$ cat src/design/aptp_pkg.sv
// ----------------------------------------------------------------------------
// Adaptive transmit power package
// Shared constants, codes, types and helper functions for the link table.
// ----------------------------------------------------------------------------
package aptp_pkg;

    localparam int ENTRIES   = 8;
    localparam int ADDR_BITS = 16;
    localparam int IDX_W     = (ENTRIES > 1) ? $clog2(ENTRIES) : 1;
    localparam int CNT_W     = 16;
    localparam int CFG_IDX_W = 3;
    localparam int CFG_W     = 16;

    // Transaction opcodes.
    typedef enum logic [1:0] {
        OP_REPORT = 2'd0,
        OP_QUERY  = 2'd1,
        OP_TICK   = 2'd2,
        OP_NONE   = 2'd3
    } op_t;

    // Configuration register indexes.
    typedef enum logic [CFG_IDX_W-1:0] {
        CFG_MAX_POWER  = 3'd0,
        CFG_POWER_STEP = 3'd1,
        CFG_FAIL_LIMIT = 3'd2,
        CFG_MIN_MSGS   = 3'd3,
        CFG_RATIO      = 3'd4,
        CFG_INTERVAL   = 3'd5
    } cfg_idx_t;

    typedef struct packed {
        logic signed [7:0] max_power;
        logic [6:0]        power_step;
        logic [7:0]        fail_limit;
        logic [9:0]        min_messages;
        logic [8:0]        ratio_target;
        logic [15:0]       interval_ticks;
    } cfg_t;

    // Token that walks along the cell chain.
    typedef struct packed {
        logic                 valid;
        op_t                  op;
        logic [ADDR_BITS-1:0] addr;
        logic                 delivered;
        logic                 hop;
        logic                 hit;
        logic signed [7:0]    power;
        logic                 free_found;
        logic [IDX_W-1:0]     free_idx;
    } tok_t;

    // New-link write broadcast to all cells.
    typedef struct packed {
        logic                 en;
        logic [IDX_W-1:0]     idx;
        logic [ADDR_BITS-1:0] addr;
        logic signed [7:0]    power;
    } alloc_t;

    function automatic logic [CNT_W-1:0] sat_inc(input logic [CNT_W-1:0] c);
        sat_inc = (c == {CNT_W{1'b1}}) ? c : c + 1'b1;
    endfunction

    // Stable power plus one step, limited to max_power and the field range.
    function automatic logic signed [7:0] raise_power(input logic signed [7:0] p,
                                                      input logic [6:0] step,
                                                      input logic signed [7:0] maxp);
        logic signed [9:0] s;
        s = 10'(p) + $signed({3'b000, step});
        if (s > 10'(maxp))
            s = 10'(maxp);
        if (s > 10'sd127)
            s = 10'sd127;
        if (s < -10'sd128)
            s = -10'sd128;
        raise_power = s[7:0];
    endfunction

    // Power minus one step, clamped to the field range.
    function automatic logic signed [7:0] lower_power(input logic signed [7:0] p,
                                                      input logic [6:0] step);
        logic signed [9:0] s;
        s = 10'(p) - $signed({3'b000, step});
        if (s < -10'sd128)
            s = -10'sd128;
        lower_power = s[7:0];
    endfunction

endpackage

$ cat src/design/aptp_cell.sv
// ----------------------------------------------------------------------------
// Link cell
// Holds one neighbor link and acts on the token as it passes by.
// ----------------------------------------------------------------------------
module aptp_cell
(
    input  logic                       clk,
    input  logic                       rst_n,
    input  aptp_pkg::cfg_t             cfg,
    input  logic [aptp_pkg::IDX_W-1:0] cell_idx,
    input  aptp_pkg::alloc_t           alloc,
    input  aptp_pkg::tok_t             tok_in,
    output aptp_pkg::tok_t             tok_out
);
    import aptp_pkg::*;

    logic                 used_reg, used_next;
    logic [ADDR_BITS-1:0] addr_reg, addr_next;
    logic signed [7:0]    stable_reg, stable_next;
    logic signed [7:0]    trial_p_reg, trial_p_next;
    logic [CNT_W-1:0]     sent_reg, sent_next;
    logic [CNT_W-1:0]     deliv_reg, deliv_next;
    logic [CNT_W-1:0]     fail_reg, fail_next;
    logic                 trial_reg, trial_next;
    logic [CNT_W-1:0]     timer_reg, timer_next;

    logic             match;
    logic [CNT_W-1:0] sent_inc, deliv_inc, fail_inc, timer_dec;
    logic [24:0]      lhs, rhs;
    logic             over, bad, good;

    assign match = used_reg && (addr_reg == tok_in.addr);

    // Report arithmetic: updated counters and the cross-multiplied ratio test.
    always_comb
    begin
        sent_inc  = sat_inc(sent_reg);
        deliv_inc = tok_in.delivered ? sat_inc(deliv_reg) : deliv_reg;
        fail_inc  = tok_in.delivered ? '0 : sat_inc(fail_reg);
        lhs       = {1'b0, deliv_inc, 8'h00};
        rhs       = 25'(cfg.ratio_target) * 25'(sent_inc);
        over      = sent_inc > CNT_W'(cfg.min_messages);
        bad       = (fail_inc >= CNT_W'(cfg.fail_limit)) || (over && (lhs < rhs));
        good      = over && (lhs > rhs);
        timer_dec = (timer_reg != '0) ? timer_reg - 1'b1 : timer_reg;
    end

    // Token pass-through with hit and free-slot collection for queries.
    always_comb
    begin
        tok_out = tok_in;
        if (tok_in.valid && (tok_in.op == OP_QUERY))
        begin
            if (match)
            begin
                tok_out.hit   = 1'b1;
                tok_out.power = trial_reg ? trial_p_reg : stable_reg;
            end
            if (!used_reg && !tok_in.free_found)
            begin
                tok_out.free_found = 1'b1;
                tok_out.free_idx   = cell_idx;
            end
        end
    end

    // Link state update.
    always_comb
    begin
        used_next    = used_reg;
        addr_next    = addr_reg;
        stable_next  = stable_reg;
        trial_p_next = trial_p_reg;
        sent_next    = sent_reg;
        deliv_next   = deliv_reg;
        fail_next    = fail_reg;
        trial_next   = trial_reg;
        timer_next   = timer_reg;
        if (alloc.en && (alloc.idx == cell_idx))
        begin
            used_next    = 1'b1;
            addr_next    = alloc.addr;
            stable_next  = alloc.power;
            trial_p_next = '0;
            sent_next    = '0;
            deliv_next   = '0;
            fail_next    = '0;
            trial_next   = 1'b0;
            timer_next   = '0;
        end
        else if (tok_in.valid)
        begin
            case (tok_in.op)
                OP_REPORT:
                begin
                    if (match)
                    begin
                        sent_next  = sent_inc;
                        deliv_next = deliv_inc;
                        fail_next  = fail_inc;
                        if (bad)
                        begin
                            if (!trial_reg)
                                stable_next = raise_power(stable_reg, cfg.power_step,
                                                          cfg.max_power);
                            timer_next = cfg.interval_ticks;
                            sent_next  = '0;
                            deliv_next = '0;
                            fail_next  = '0;
                            trial_next = 1'b0;
                        end
                        else if (trial_reg && good)
                        begin
                            stable_next  = trial_p_reg;
                            sent_next    = '0;
                            deliv_next   = '0;
                            fail_next    = '0;
                            trial_p_next = lower_power(trial_p_reg, cfg.power_step);
                        end
                    end
                end
                OP_TICK:
                begin
                    if (used_reg)
                    begin
                        timer_next = timer_dec;
                        if (timer_dec == '0)
                        begin
                            if (!trial_reg)
                            begin
                                sent_next    = '0;
                                deliv_next   = '0;
                                fail_next    = '0;
                                trial_next   = 1'b1;
                                trial_p_next = lower_power(stable_reg, cfg.power_step);
                            end
                            timer_next = cfg.interval_ticks;
                        end
                    end
                end
                default:
                begin
                end
            endcase
        end
    end

    // Occupancy flag.
    always_ff @(posedge clk or negedge rst_n)
    begin
        if (!rst_n)
            used_reg <= 1'b0;
        else
            used_reg <= used_next;
    end

    // Link payload.
    always_ff @(posedge clk)
    begin
        addr_reg    <= addr_next;
        stable_reg  <= stable_next;
        trial_p_reg <= trial_p_next;
        sent_reg    <= sent_next;
        deliv_reg   <= deliv_next;
        fail_reg    <= fail_next;
        trial_reg   <= trial_next;
        timer_reg   <= timer_next;
    end

endmodule

$ cat config.mk
export PLATFORM = sky130hd
export DESIGN_NAME = aptp_cell
export DESIGN_NICKNAME = d
export VERILOG_FILES = /design/src/design/aptp_pkg.sv /design/src/design/aptp_cell.sv
export SDC_FILE = /design/constraint.sdc
export NUM_CORES = 1
export LEC_CHECK = 0
export BUFFER_PORTS_ARGS = -buffer_cell sky130_fd_sc_hd__buf_4
export CAP_MARGIN = 20
export CELL_PAD_IN_SITES_DETAIL_PLACEMENT = 0
export CELL_PAD_IN_SITES_GLOBAL_PLACEMENT = 1
export CORE_MARGIN = 4
export CORE_UTILIZATION = 41
export CTS_BUF_LIST = sky130_fd_sc_hd__clkbuf_16
export CTS_CLUSTER_DIAMETER = 150
export CTS_CLUSTER_SIZE = 12
export DETAILED_ROUTE_END_ITERATION = 8
export GPL_ROUTABILITY_DRIVEN = 0
export PLACE_DENSITY = 0.75
export SETUP_SLACK_MARGIN = 0.15
export SLEW_MARGIN = 20
export SYNTH_ARGS = -nofsm -noshare
export SYNTH_HDL_FRONTEND = slang
export SYNTH_SLANG_ARGS = --single-unit
$ cat constraint.sdc
create_clock -name clk -period 8.9 [get_ports clk]
set_clock_uncertainty 0.15 [all_clocks]
set_input_delay 1.78 -clock clk [delete_from_list [all_inputs] [get_ports clk]]
set_output_delay 1.78 -clock clk [all_outputs]
set_load 0.1 [all_outputs]
Yosys cells after proc, flatten, opt, wreduce, memory -nomap -nowiden

Index checks and enable logic that the tools add are counted.

Reductions and logical operators: 23
$add $sub $neg: 7
Muxes and demuxes: 66
$lt $le $gt $ge: 9
Multiply operators: 1
Eq/ne operators: 15

Operators by type and width:

| cell                                                            | number |
|---|---|
| two-way mux 16 bit                                              | 22 |
| two-way mux 10 bit                                              | 14 |
| two-way mux 8 bit                                               | 17 |
| one-hot mux 16 bit (2 select lines)                             | 4 |
| adder 16 x 1 -> 16 bit (second input constant)                  | 3 |
| equality test 16 bit (second input constant)                    | 3 |
| greater-than comparator 24 x 25 -> 1 bit                        | 1 |
| less-than comparator 24 x 25 -> 1 bit                           | 1 |
| multiplier 9 x 16 -> 25 bit                                     | 1 |
| less-than comparator 9 x 8 -> 1 bit (second input constant)     | 2 |
| subtractor 8 x 8 -> 9 bit                                       | 2 |
| equality test 16 bit                                            | 1 |
| >= comparator 16 x 8 -> 1 bit                                   | 1 |
| greater-than comparator 16 x 10 -> 1 bit                        | 1 |
| logical NOT 16 bit                                              | 1 |
| one-hot mux 8 bit (2 select lines)                              | 1 |
| nonzero test 16 bit                                             | 1 |
| subtractor 16 x 1 -> 16 bit (second input constant)             | 1 |
| != test 2 bit (second input constant)                           | 7 |
| two-way mux 13 bit                                              | 1 |
| AND reduction 6 bit                                             | 2 |
| greater-than comparator 10 x 8 -> 1 bit (second input constant) | 1 |
| less-than comparator 10 x 8 -> 1 bit (second input constant)    | 1 |
| AND reduction 5 bit                                             | 2 |
| other kinds (17)                                                | 30 |

Word-level logic and storage cells: 130
Register bits: 98
Input port bits: 125

Logic depth before layout (Yosys ltp)

Gate-level depths: netlist of run 1.

Depth after elaboration: 27
Gate-level depth with buffers: 43

Worst setup path after synthesis of run 1

No wires, ideal clock.

Path kind: input to register
From: input cfg[16] (netlist name)
To: register stable_reg[0] (enable)
Setup slack: -0.110 ns
Data arrival time: 8.532 ns
Stages: 33
Cell sequence: buf_1 clkbuf_1 nand2_1 fa_1 inv_1 fa_1 fa_1 inv_1 fa_1 inv_1 ha_1 a21oi_1 inv_1 a21oi_1 o21ai_0 o31ai_1 o21ai_0 o21ai_0 a21boi_0 o41ai_1 xor2_1 ha_1 nand4_1 nor2_1 nand2_1 a311oi_2 a21oi_1 nor2b_1 mux2i_4 a21o_1 buf_2 nand3_1 nand3_1

Word-level cells in the longest chain between the ends: 6

Ends and longest elaborated chain:

| element                                                                                           | line                              | text |
|---|---|---|
| from (decl)                                                                                       | aptp_cell.sv:9                    | `input aptp_pkg::cfg_t cfg,` |
| multiplier 9 x 16 -> 25 bit *                                                                     | aptp_cell.sv:41                   | `rhs = 25'(cfg.ratio_target) * 25'(sent_inc);` |
| less-than comparator 24 x 25 -> 1 bit or greater-than comparator 24 x 25 -> 1 bit (tied branches) | aptp_cell.sv:43, aptp_cell.sv:44  |  |
| logical AND 1 bit (on tied branches)                                                              | aptp_cell.sv:43, aptp_cell.sv:44  |  |
| logical OR 1 bit or logical AND 1 bit (tied branches)                                             | aptp_cell.sv:43, aptp_cell.sv:112 |  |
| != test 3 x 2 -> 1 bit (no source line) or nonzero test 3 bit (tied branches)                     | n/a                               |  |
| AND reduction 5 bit (no source line) *                                                            | n/a                               |  |
| to (signal assigned)                                                                              | aptp_cell.sv:161                  | `stable_reg <= stable_next;` |
| to (decl)                                                                                         | aptp_cell.sv:19                   | `logic signed [7:0] stable_reg, stable_next;` |

Mark *: on every way between the ends. The rest lies on a longest branch, timed or not.
A chain may end at the register's enable or synchronous reset.

Worst setup path in the final report of run 1

From: register sent_reg[0]
To: register timer_reg[5]

Word-level cells in the longest chain between the ends: 8

Ends and longest elaborated chain:

| element                                                        | line             | text |
|---|---|---|
| from (decl)                                                    | aptp_cell.sv:21  | `logic [CNT_W-1:0] sent_reg, sent_next;` |
| from (signal assigned)                                         | aptp_cell.sv:163 | `sent_reg <= sent_next;` |
| adder 16 x 1 -> 16 bit or equality test 16 bit (tied branches) | aptp_pkg.sv:63   | `sat_inc = (c == {CNT_W{1'b1}}) ? c : c + 1'b1;` |
| two-way mux 16 bit *                                           | aptp_pkg.sv:63   |  |
| multiplier 9 x 16 -> 25 bit                                    | aptp_cell.sv:41  |  |
| less-than comparator 24 x 25 -> 1 bit                          | aptp_cell.sv:43  | `bad = (fail_inc >= CNT_W'(cfg.fail_limit)) \|\| (over && (lhs < rhs));` |
| logical AND 1 bit *                                            | aptp_cell.sv:43  |  |
| logical OR 1 bit *                                             | aptp_cell.sv:43  |  |
| != test 2 bit (no source line) *                               | n/a              |  |
| AND reduction 5 bit (no source line) *                         | n/a              |  |
| to (signal assigned)                                           | aptp_cell.sv:167 | `timer_reg <= timer_next;` |
| to (decl)                                                      | aptp_cell.sv:25  | `logic [CNT_W-1:0] timer_reg, timer_next;` |

Marked as above.

==> results of run 1 <==
## synth_stat cells (4+ instances only)
library cell    n  area, µm²
buf_6           6       67.6
clkbuf_1       51        191
a21o_1         13       97.6
fa_1          102       2040
and2_1         92        576
inv_1         184        691
mux2_2          9        101
and4_1          5       43.8
o31a_1          5       43.8
nor3_1         28        140
o21a_1          9       67.6
mux2i_1        23        230
ha_1          114       1430
a211oi_1       16        120
nor4_1         16        100
nor2b_1        16        100
a22oi_1         4       30.0
or3_1           5       31.3
o221a_2         5       56.3
nand2_1       201        754
nand2b_1       19        119
nand4_1        21        131
buf_2           8       40.0
edfxtp_1       24        721
o21bai_1        6       45.0
o21ai_0        53        265
o211ai_1        6       45.0
a31oi_1         6       37.5
xor2_1         45        394
dfxtp_1        73       1460
maj3_1          7       70.1
a221oi_1        7       61.3
xnor2_1        37        324
buf_4          26        195
o21ai_1        12       60.1
nand3_1        48        240
and3_1         22        138
a21oi_1       102        510
a32o_1          8       80.1
nor2_1         72        270
## worst min-delay path by stage
| stage | start | end | slack (ps) | depth (start not counted) |
|---|---|---|---|---|
| finish | deliv_reg[5] | deliv_reg[5] | 340 | 2 |
| global placement | deliv_reg[1] | deliv_reg[1] | 320 | 2 |
| global route | deliv_reg[7] | deliv_reg[7] | 360 | 2 |
| floorplan | deliv_reg[5] | deliv_reg[5] | 300 | 2 |
| detailed placement | deliv_reg[5] | deliv_reg[5] | 330 | 2 |
| CTS | deliv_reg[5] | deliv_reg[5] | 340 | 2 |
## cell families (layout without fill, tap and decap cells)
group / after synthesis / in the layout
simple gates: 574 / 574
mux: 35 / 35
flops: 98 / 98
xor+xnor: 82 / 82
buf+inv: 281 / 420
compound gates: 289 / 289
fa+ha+maj: 223 / 223
## cell type report
| type | instances | area share [%] |
|---|---|---|
| clock buffer | 9 | 1.50 |
| tap | 396 | 3.30 |
| clock inverter | 7 | 0.442 |
| timing repair buffer | 217 | 11.2 |
| multi-input combinational | 1203 | 64.2 |
| inverter | 187 | 4.67 |
| sequential | 98 | 14.7 |
## layer usage
layer / vias up / track usage [%] / part of all wire, %
met5: - / 0 / 0
met2: 179 / 33.2 / 49
met1: 5470 / 26.7 / 47
li1: 5606 / - / -
met4: 0 / 2.97 / 0.94
met3: 21 / 1.95 / 2.9
## power by group
| group | internal (W) | switching (W) |
|---|---|---|
| Sequential | 0.000510 | 0.0000818 |
| Clock | 0.000199 | 0.000200 |
| Combinational | 0.000280 | 0.000371 |
## metrics by stage
step           setup WS, ps  std cells  cell area, µm²  power, W
4_1_cts                 184       2110           14800   0.00164
2_1_floorplan           213       1582           12900   0.00107
6_report                581       2117           15000   0.00164
3_5_place_dp          0.790       2093           14500   0.00124
5_1_grt                 117       2117           15000   0.00175
3_3_place_gp            121       2093           14500   0.00123
## critical path, delay by kind of cell (launching register included)
family | cells | cell delay [ps]
adder cells (fa/ha/maj) | 7 | 2810
buffers and inverters | 6 | 600
multiplexers | 1 | 270
AND/OR/NAND/NOR | 10 | 1330
AO/OA/AOI/OAI | 13 | 2350
flip-flops | 1 | 340
XOR/XNOR | 2 | 340
## repair_timing
item,CTS,global route
setup endpoints to repair,17,81
pin swaps,1,20
resized for setup,4,36
setup buffers,1,5
cloned,0,2
==> results.json, run 1 <==
{
  "die_area_um2": 34400,
  "nNetsFinal": 2057,
  "cts_tree": "yes",
  "io_pins": 159,
  "fill_cells": 3016,
  "fin_crit_sh_pct": 93.5,
  "ys_seq_elements": 98,
  "io_buffers": 156,
  "synth_compound_area_share_pct": 14.9,
  "cts.sinks": 98,
  "insertion_delay_ps": 360,
  "crit_slowest_cell": "fa_1",
  "area_growth_syn_to_layout_pct": 16.3,
  "dr_total_vias": 11300,
  "wl_per_cell_um": 15.9,
  "max_stage_delay_ps": 550,
  "critPathMostFrequentCell": "fa_1",
  "fin_setup_tns_ps": 0,
  "yosys.area_share.simple_pct": 22.8,
  "track_usage_pct": 19.2,
  "synth_xor_area_share_pct": 5.56,
  "worstSetupEndpointType": "flop",
  "final_util_pct": 48.7,
  "synth-main-ff-cell": "dfxtp_1",
  "fmax_mhz": 120,
  "synthDistinctLibCells": 88,
  "finalCriticalPeriod_ps": 8320,
  "clk_root_buffer_cell": "clkbuf_16",
  "multi_input_area_um2": 9640,
  "path_class": "reg -> reg",
  "endpoint": "timer_reg[5]",
  "die_height_um": 185,
  "syn_area_um2": 12900,
  "finalHoldViolCount": 0,
  "worstPathRequired_ps": 9010,
  "numCtsBuffers": 9,
  "antenna_left": 0,
  "setup_violations": 0,
  "hold_buffers": 0,
  "p_leak_nw": 7.06,
  "drt_first_pass_iters": 5,
  "async_flop_share_pct": 1.02,
  "yosys.area_share.adder_pct": 27.4,
  "synth_seq_area_share_pct": 17.1,
  "critPathMaxFanout": 14,
  "slew_headroom_pct": 32.8,
  "cellPowerDensity_nw_per_um2": 109,
  "synth_fp_nets": 1923,
  "whs_ps": 340,
  "antenna_found_initial": 0,
  "synth_warnings": 0,
  "startpoint_type": "flop",
  "coreArea_um2": 30800,
  "syn_inst": 1582,
  "status": "complete, no violations",
  "antennaDiodeCount": 0,
  "crit_start": "sent_reg[0]",
  "hpwl_mm": 27.1,
  "rr_startpoint": "sent_reg[0]",
  "via_per_inst": 5.33,
  "hold_class": "reg -> reg",
  "r2r.worst_path.cells": 39,
  "maxCapViolCount": 0,
  "grt_pass1_vias": 10800,
  "clock_path_buffers": 2,
  "grt_pass1_wl_mm": 54.4,
  "muxShareOfSynthArea_pct": 2.92,
  "drt_iter0_markers": 537,
  "slew_violations": 0,
  "drc": 0,
  "grt_overflow_total": 0,
  "clkTransAtPathRegs_ps": 80,
  "grt_start_max_net_pins": 50,
  "synth_top_family_by_area": "adder cells",
  "final_common_cell": "buf_4",
  "initial_core_util_pct": 41.9,
  "r2r_end": "timer_reg[5]",
  "worstMarginPinSlew_ps": 1000,
  "rsz0062_at_grt": "no",
  "drive_gt1_share_pct": 18.0,
  "cp.arrival_ps": 8430,
  "regToRegSetupSlack_ps": 580,
  "syn-mean-instance-area_um2": 8.16,
  "totalWireLength_mm": 33.7,
  "regArea_um2": 2210,
  "row_count": 64,
  "synth-edff-count": 24,
  "die_w_um": 185,
  "h-tree-depth": 3,
  "final_cell_mix": "buf_4 (210), nand2_1 (201), inv_1 (184), ha_1 (112), fa_1 (102)",
  "irDropWorstVdd_v": 0.000129
}
Power figures use the tool's default switching activity.
==> run 2, diff against run 1 <==
--- a/config.mk
+++ b/config.mk
@@ -5,12 +5,13 @@
 export SDC_FILE = /design/constraint.sdc
 export NUM_CORES = 1
 export LEC_CHECK = 0
+export ABC_AREA = 1
 export BUFFER_PORTS_ARGS = -buffer_cell sky130_fd_sc_hd__buf_4
 export CAP_MARGIN = 20
 export CELL_PAD_IN_SITES_DETAIL_PLACEMENT = 0
 export CELL_PAD_IN_SITES_GLOBAL_PLACEMENT = 1
 export CORE_MARGIN = 4
-export CORE_UTILIZATION = 41
+export CORE_UTILIZATION = 39
 export CTS_BUF_LIST = sky130_fd_sc_hd__clkbuf_16
 export CTS_CLUSTER_DIAMETER = 150
 export CTS_CLUSTER_SIZE = 12
==> run 2 against run 1 <==
Effect of this change:
- die area increased by 12%
- first-iteration DRC count rose by 56%
- sequential cell count unchanged
- core utilization fell by 3.9 points
- total power grew 20%
- final cell count grew 27%
- synthesized cell count up 33%
- final area up 3.5%
- combinational power rose by 54%
==> results.json, run 2 <==
{
  "status": "complete, no violations",
  "die_w_um": 196,
  "startpoint_type": "input pin",
  "grt_pass1_wl_mm": 64.8,
  "path_class": "in -> reg",
  "worstSetupEndpointType": "flop",
  "syn_area_um2": 13800,
  "synth_seq_area_share_pct": 16.0,
  "synth_fp_nets": 2450,
  "async_flop_share_pct": 1.02,
  "pre_cts_slack_ps": 208,
  "hpwl_mm": 32.1,
  "rsz0062_at_grt": "no",
  "yosys-top-cells-area": "nand2_1 (15%), fa_1 (15%), dfxtp_1 (11%)",
  "grt_pass1_vias": 12600,
  "numCtsBuffers": 9,
  "fin_setup_tns_ps": 0,
  "syn-mean-instance-area_um2": 6.54,
  "coreArea_um2": 34700,
  "setup_violations": 0,
  "yosysMostFrequentCell": "nand2_1",
  "fin_crit_sh_pct": 91.4,
  "final_util_pct": 44.8,
  "track_usage_pct": 20.4,
  "nNetsFinal": 2561,
  "final_common_cell": "nand2_1",
  "drt_iter0_markers": 840,
  "synthTopCellsByCount": "nand2_1 (546), inv_1 (357), nor2_1 (277), a21oi_1 (124), nand3_1 (122)",
  "grt_overflow_total": 0,
  "cts.sinks": 98,
  "irDropWorstVdd_v": 0.0000917,
  "worstPathRequired_ps": 8820,
  "ys_seq_elements": 98,
  "h-tree-depth": 3,
  "max_stage_delay_ps": 560,
  "totalWireLength_mm": 39.4,
  "via_per_inst": 4.93,
  "finalCriticalPeriod_ps": 8140,
  "row_count": 68,
  "hold_class": "reg -> reg",
  "crit_start": "cfg[23]",
  "initial_core_util_pct": 39.7,
  "slew_headroom_pct": 42.5,
  "p_leak_nw": 8.22,
  "synth_top_area_cell": "nand2_1",
  "design_area_um2": 15500,
  "final_cell_mix": "nand2_1 (545), inv_1 (353), nor2_1 (276), buf_4 (177), a21oi_1 (124)",
  "insertion_delay_ps": 350,
  "grt_start_max_net_pins": 74,
  "post_cts_buffers": 0,
  "placed_cell_area_um2": 15200,
  "io_buffers": 156,
  "io_pins": 159,
  "cellPowerDensity_nw_per_um2": 127,
  "maxCapViolCount": 0,
  "critPathMaxFanout": 13,
  "min_from": "fail_reg[14]",
  "die_area_um2": 38400,
  "cts_tree": "yes",
  "antenna_found_initial": 0,
  "clk_root_buffer_cell": "clkbuf_16",
  "synth_warnings": 0,
  "synth-edff-count": 24,
  "cp.arrival_ps": 8060,
  "clkTransAtPathRegs_ps": 70,
  "hold_buffers": 0,
  "die_height_um": 196,
  "finalHoldViolCount": 0,
  "synth-main-ff-cell": "dfxtp_1",
  "syn_inst": 2109,
  "yosysTopAreaCellShare_pct": 14.9,
  "drc": 0,
  "drive_gt1_share_pct": 11.1,
  "slew_violations": 0,
  "dr_total_vias": 13200,
  "synthDistinctLibCells": 53,
  "critical_path.top_delay_family": "adder cells",
  "worst_slack_ps": 763,
  "antenna_left": 0,
  "clock_path_buffers": 2,
  "timing.critical_path.buf_inv": 5,
  "whs_ps": 331,
  "crit_slowest_cell": "fa_1",
  "fmax_mhz": 123,
  "rr_startpoint": "sent_reg[1]",
  "area_growth_syn_to_layout_pct": 12.7,
  "wl_per_cell_um": 14.7,
  "drt_first_pass_iters": 7,
  "worstMarginPinSlew_ps": 863
}
==> run 2: changes by cell type after synthesis, moves of 19 or more <==
cell      before  now
and2_1        92    3
a21oi_1      102  124
nor2_1        72  277
and3_1        22    0
nand2_1      201  546
nand2b_1      19    0
clkbuf_1      51   31
inv_1        184  357
nand3_1       48  122
==> run 2: worst register-to-register path, delay by kind of cell (launching register included) <==
family	cells	cell delay, ps
AO/OA/AOI/OAI	9	1520
XOR/XNOR	1	150
adder cells (fa/ha/maj)	7	3010
buffers and inverters	5	470
flip-flops	1	430
AND/OR/NAND/NOR	15	2060
==> run 2: timing repair <==
item | CTS | global route
endpoints found under the setup margin | 0 | 77
gates resized for setup | 0 | 8
hold endpoints to repair | 0 | 0
==> run 2: metrics by stage <==
stage | total power (W) | cells
after detailed placement | 0.00158 | 2664
final | 0.00198 | 2681
after global routing | 0.00217 | 2680
after floorplan | 0.00131 | 2109
after CTS | 0.00200 | 2680
after global placement | 0.00158 | 2664
==> run 2: final timing paths <==
check	to	slack, ps	cells past startpoint
setup / recovery	stable_reg[2]	760	32
hold / removal	fail_reg[14]	330	2
setup reg to reg	stable_reg[2]	840	37
hold reg to reg	fail_reg[14]	330	2
max in group asynchronous	used_reg	7490	1
min in group asynchronous	used_reg	1030	1
==> run 2: layout make-up <==
cell class / count / area [µm²]
tap: 455 / 569
multi-input combinational: 1569 / 9760
antenna: 1 / 2.50
clock inverter: 7 / 68.8
sequential: 98 / 2210
clock buffer: 9 / 225
timing repair buffer: 177 / 1330
inverter: 365 / 1390
fill: 3752 / 19200
==> run 2: cell families (layout without fill, tap and decap cells) <==
family	count (synthesis)	after routing	share of synthesized area [%]
simple gates	1045	1045	31.7
buf+inv	442	558	13.3
compound gates	235	235	9.13
fa+ha+maj	216	216	25.1
flops	98	98	16.0
xor+xnor	64	64	4.06
mux	9	9	0.662
other cells	0	1	0
==> run 2: report_power, final <==
part / internal (W) / switching [W] / leakage (nW) / total (W)
clock network: 0.000219 / 0.000186 / 0.152 / 0.000404
registers: 0.000512 / 0.0000605 / 0.826 / 0.000572
logic: 0.000361 / 0.000640 / 7.24 / 0.00100
total: 0.00109 / 0.000886 / 8.22 / 0.00198
==> run 2: per-layer routing <==
metal | track usage (%) | vias to the layer above | routed length [µm]
met5 | 0 | - | 0
met3 | 2.99 | 34 | 1970
met1 | 29.4 | 6130 | 18900
met4 | 2.90 | 0 | 387
met2 | 33.2 | 298 | 18100
li1 | - | 6764 | -
==> run 3, diff against run 2 <==
--- a/config.mk
+++ b/config.mk
@@ -8,16 +8,16 @@
 export ABC_AREA = 1
 export BUFFER_PORTS_ARGS = -buffer_cell sky130_fd_sc_hd__buf_4
 export CAP_MARGIN = 20
-export CELL_PAD_IN_SITES_DETAIL_PLACEMENT = 0
-export CELL_PAD_IN_SITES_GLOBAL_PLACEMENT = 1
+export CELL_PAD_IN_SITES_DETAIL_PLACEMENT = 2
+export CELL_PAD_IN_SITES_GLOBAL_PLACEMENT = 2
 export CORE_MARGIN = 4
-export CORE_UTILIZATION = 39
+export CORE_UTILIZATION = 30
 export CTS_BUF_LIST = sky130_fd_sc_hd__clkbuf_16
 export CTS_CLUSTER_DIAMETER = 150
 export CTS_CLUSTER_SIZE = 12
 export DETAILED_ROUTE_END_ITERATION = 8
 export GPL_ROUTABILITY_DRIVEN = 0
-export PLACE_DENSITY = 0.75
+export PLACE_DENSITY = 0.74
 export SETUP_SLACK_MARGIN = 0.15
 export SLEW_MARGIN = 20
 export SYNTH_ARGS = -nofsm -noshare
==> run 3 against run 2 <==
Effect of this change:
- final area increased by 1.6%
- worst hold slack improved by 19 ps
- core utilization shrank 10 points
- combinational power rose by 6%
==> results.json, run 3 (synthesis results as in run 2) <==
{
  "status": "complete, no violations",
  "min_delay_worst_endpoint": "fail_reg[14]",
  "grt_overflow_total": 0,
  "cts.sinks": 98,
  "antenna_left": 0,
  "critPathMaxFanout": 11,
  "min_from": "fail_reg[14]",
  "path_class": "in -> reg",
  "final_cell_mix": "nand2_1 (541), inv_1 (352), nor2_1 (275), buf_4 (182), a21oi_1 (124)",
  "totalWireLength_mm": 51.8,
  "grt_start_max_net_pins": 50,
  "setup_violations": 0,
  "grt_pass1_wl_mm": 83.5,
  "drt_iter0_markers": 476,
  "clock_path_buffers": 2,
  "max_stage_delay_ps": 560,
  "fill_cells": 5550,
  "antenna_found_initial": 0,
  "power_w": 0.00204,
  "worstSetupEndpointType": "flop",
  "hold_buffers": 0,
  "critPathMostFrequentCell": "inv_1",
  "numCtsBuffers": 9,
  "coreArea_um2": 45400,
  "slew_headroom_pct": 40.3,
  "via_per_inst": 4.96,
  "regArea_um2": 2210,
  "row_count": 78,
  "crit_slowest_cell": "fa_1",
  "regToRegSetupSlack_ps": 770,
  "h-tree-depth": 3,
  "hpwl_mm": 42.7,
  "multi_input_area_um2": 9780,
  "area_growth_syn_to_layout_pct": 14.5,
  "rsz0062_at_grt": "no",
  "die_w_um": 222,
  "pre_cts_slack_ps": 40.8,
  "final_util_pct": 34.8,
  "irDropWorstVdd_v": 0.0000843,
  "whs_ps": 350,
  "hold_class": "reg -> reg",
  "drive_gt1_share_pct": 11.7,
  "r2r.worst_path.cells": 36,
  "worstMarginPinSlew_ps": 894,
  "final_common_cell": "nand2_1",
  "timing.critical_path.buf_inv": 8,
  "clkTransAtPathRegs_ps": 80,
  "r2r_end": "stable_reg[0]",
  "drc": 0,
  "finalHoldViolCount": 0,
  "cts_tree": "yes",
  "min_path_cells": 2,
  "worstPathRequired_ps": 8820,
  "io_buffers": 156,
  "maxCapViolCount": 0,
  "startpoint_type": "input pin",
  "track_usage_pct": 20.6,
  "worst_slack_ps": 601,
  "die_height_um": 222,
  "io_pins": 159,
  "fin_crit_sh_pct": 93.3,
  "clk_root_buffer_cell": "clkbuf_16",
  "cp.arrival_ps": 8220,
  "dr_total_vias": 14100,
  "drt_first_pass_iters": 5,
  "initial_core_util_pct": 30.4,
  "rr_startpoint": "sent_reg[0]",
  "cellPowerDensity_nw_per_um2": 129,
  "nNetsFinal": 2566,
  "die_area_um2": 49500,
  "slew_violations": 0,
  "fmax_mhz": 120,
  "wl_per_cell_um": 18.3,
  "finalCriticalPeriod_ps": 8300,
  "critical_path.top_delay_family": "adder cells",
  "grt_pass1_vias": 15500,
  "insertion_delay_ps": 370,
  "fin_setup_tns_ps": 0,
  "p_leak_nw": 8.24
}
[run 3: cell count changes in the layout (fill, tap and decap cells not counted), sizes merged]
| cell | delta |
|---|---|
| clkinv | +1 |
| buf | +5 |
| inv | -2 |
| clkinvlp | +1 |
[run 3: cell type report]
type	instances	share of cell area, %
multi-input combinational	1569	61.9
clock inverter	7	0.428
inverter	365	8.79
tap	600	4.75
sequential	98	14.0
clock buffer	9	1.43
timing repair buffer	182	8.65
antenna	1	0.0158
[run 3: per-layer routing]
layer	up-vias	share of wire, %	GRT usage [%]
met4	0	1.4	3.68
met2	177	49	36.4
met1	7062	47	27.6
met5	-	0	0
met3	46	2.6	2.50
li1	6766	-	-
[run 3: worst max path at each step]
stage                 from       endpoint  cells past startpoint
6_report           cfg[20]  stable_reg[0]                     33
3_5_place_dp       cfg[23]  stable_reg[5]                     32
4_1_cts        sent_reg[0]  stable_reg[4]                     38
3_3_place_gp       cfg[23]  stable_reg[6]                     32
5_1_grt            cfg[22]  stable_reg[4]                     34
2_1_floorplan      cfg[16]  stable_reg[0]                     32
[run 3: per-stage QoR]
stage          instances  instance area (µm²)
2_1_floorplan       2109                13800
3_3_place_gp        2814                15500
3_5_place_dp        2814                15500
4_1_cts             2830                15700
5_1_grt             2830                15800
6_report            2831                15800
[run 3: power by group]
part / total (W) / leakage, nW / switching [W] / internal, W
combinational: 0.00106 / 7.26 / 0.000693 / 0.000367
sequential: 0.000576 / 0.826 / 0.0000637 / 0.000512
clock: 0.000407 / 0.147 / 0.000200 / 0.000207
[run 3: worst min-delay path: cells and delay by family (launching register included)]
| kind | cells | cell delay, ps |
|---|---|---|
| buffers and inverters | 1 | 80 |
| flip-flops | 1 | 330 |
| AND/OR/NAND/NOR | 1 | 50 |
[run 3: what timing repair did]
action / 4_1_cts / 5_1_grt
endpoints found under the hold margin: 0 / 0
endpoints found under the setup margin: 0 / 81
buffers inserted: 0 / 0
gates resized for setup: 0 / 18
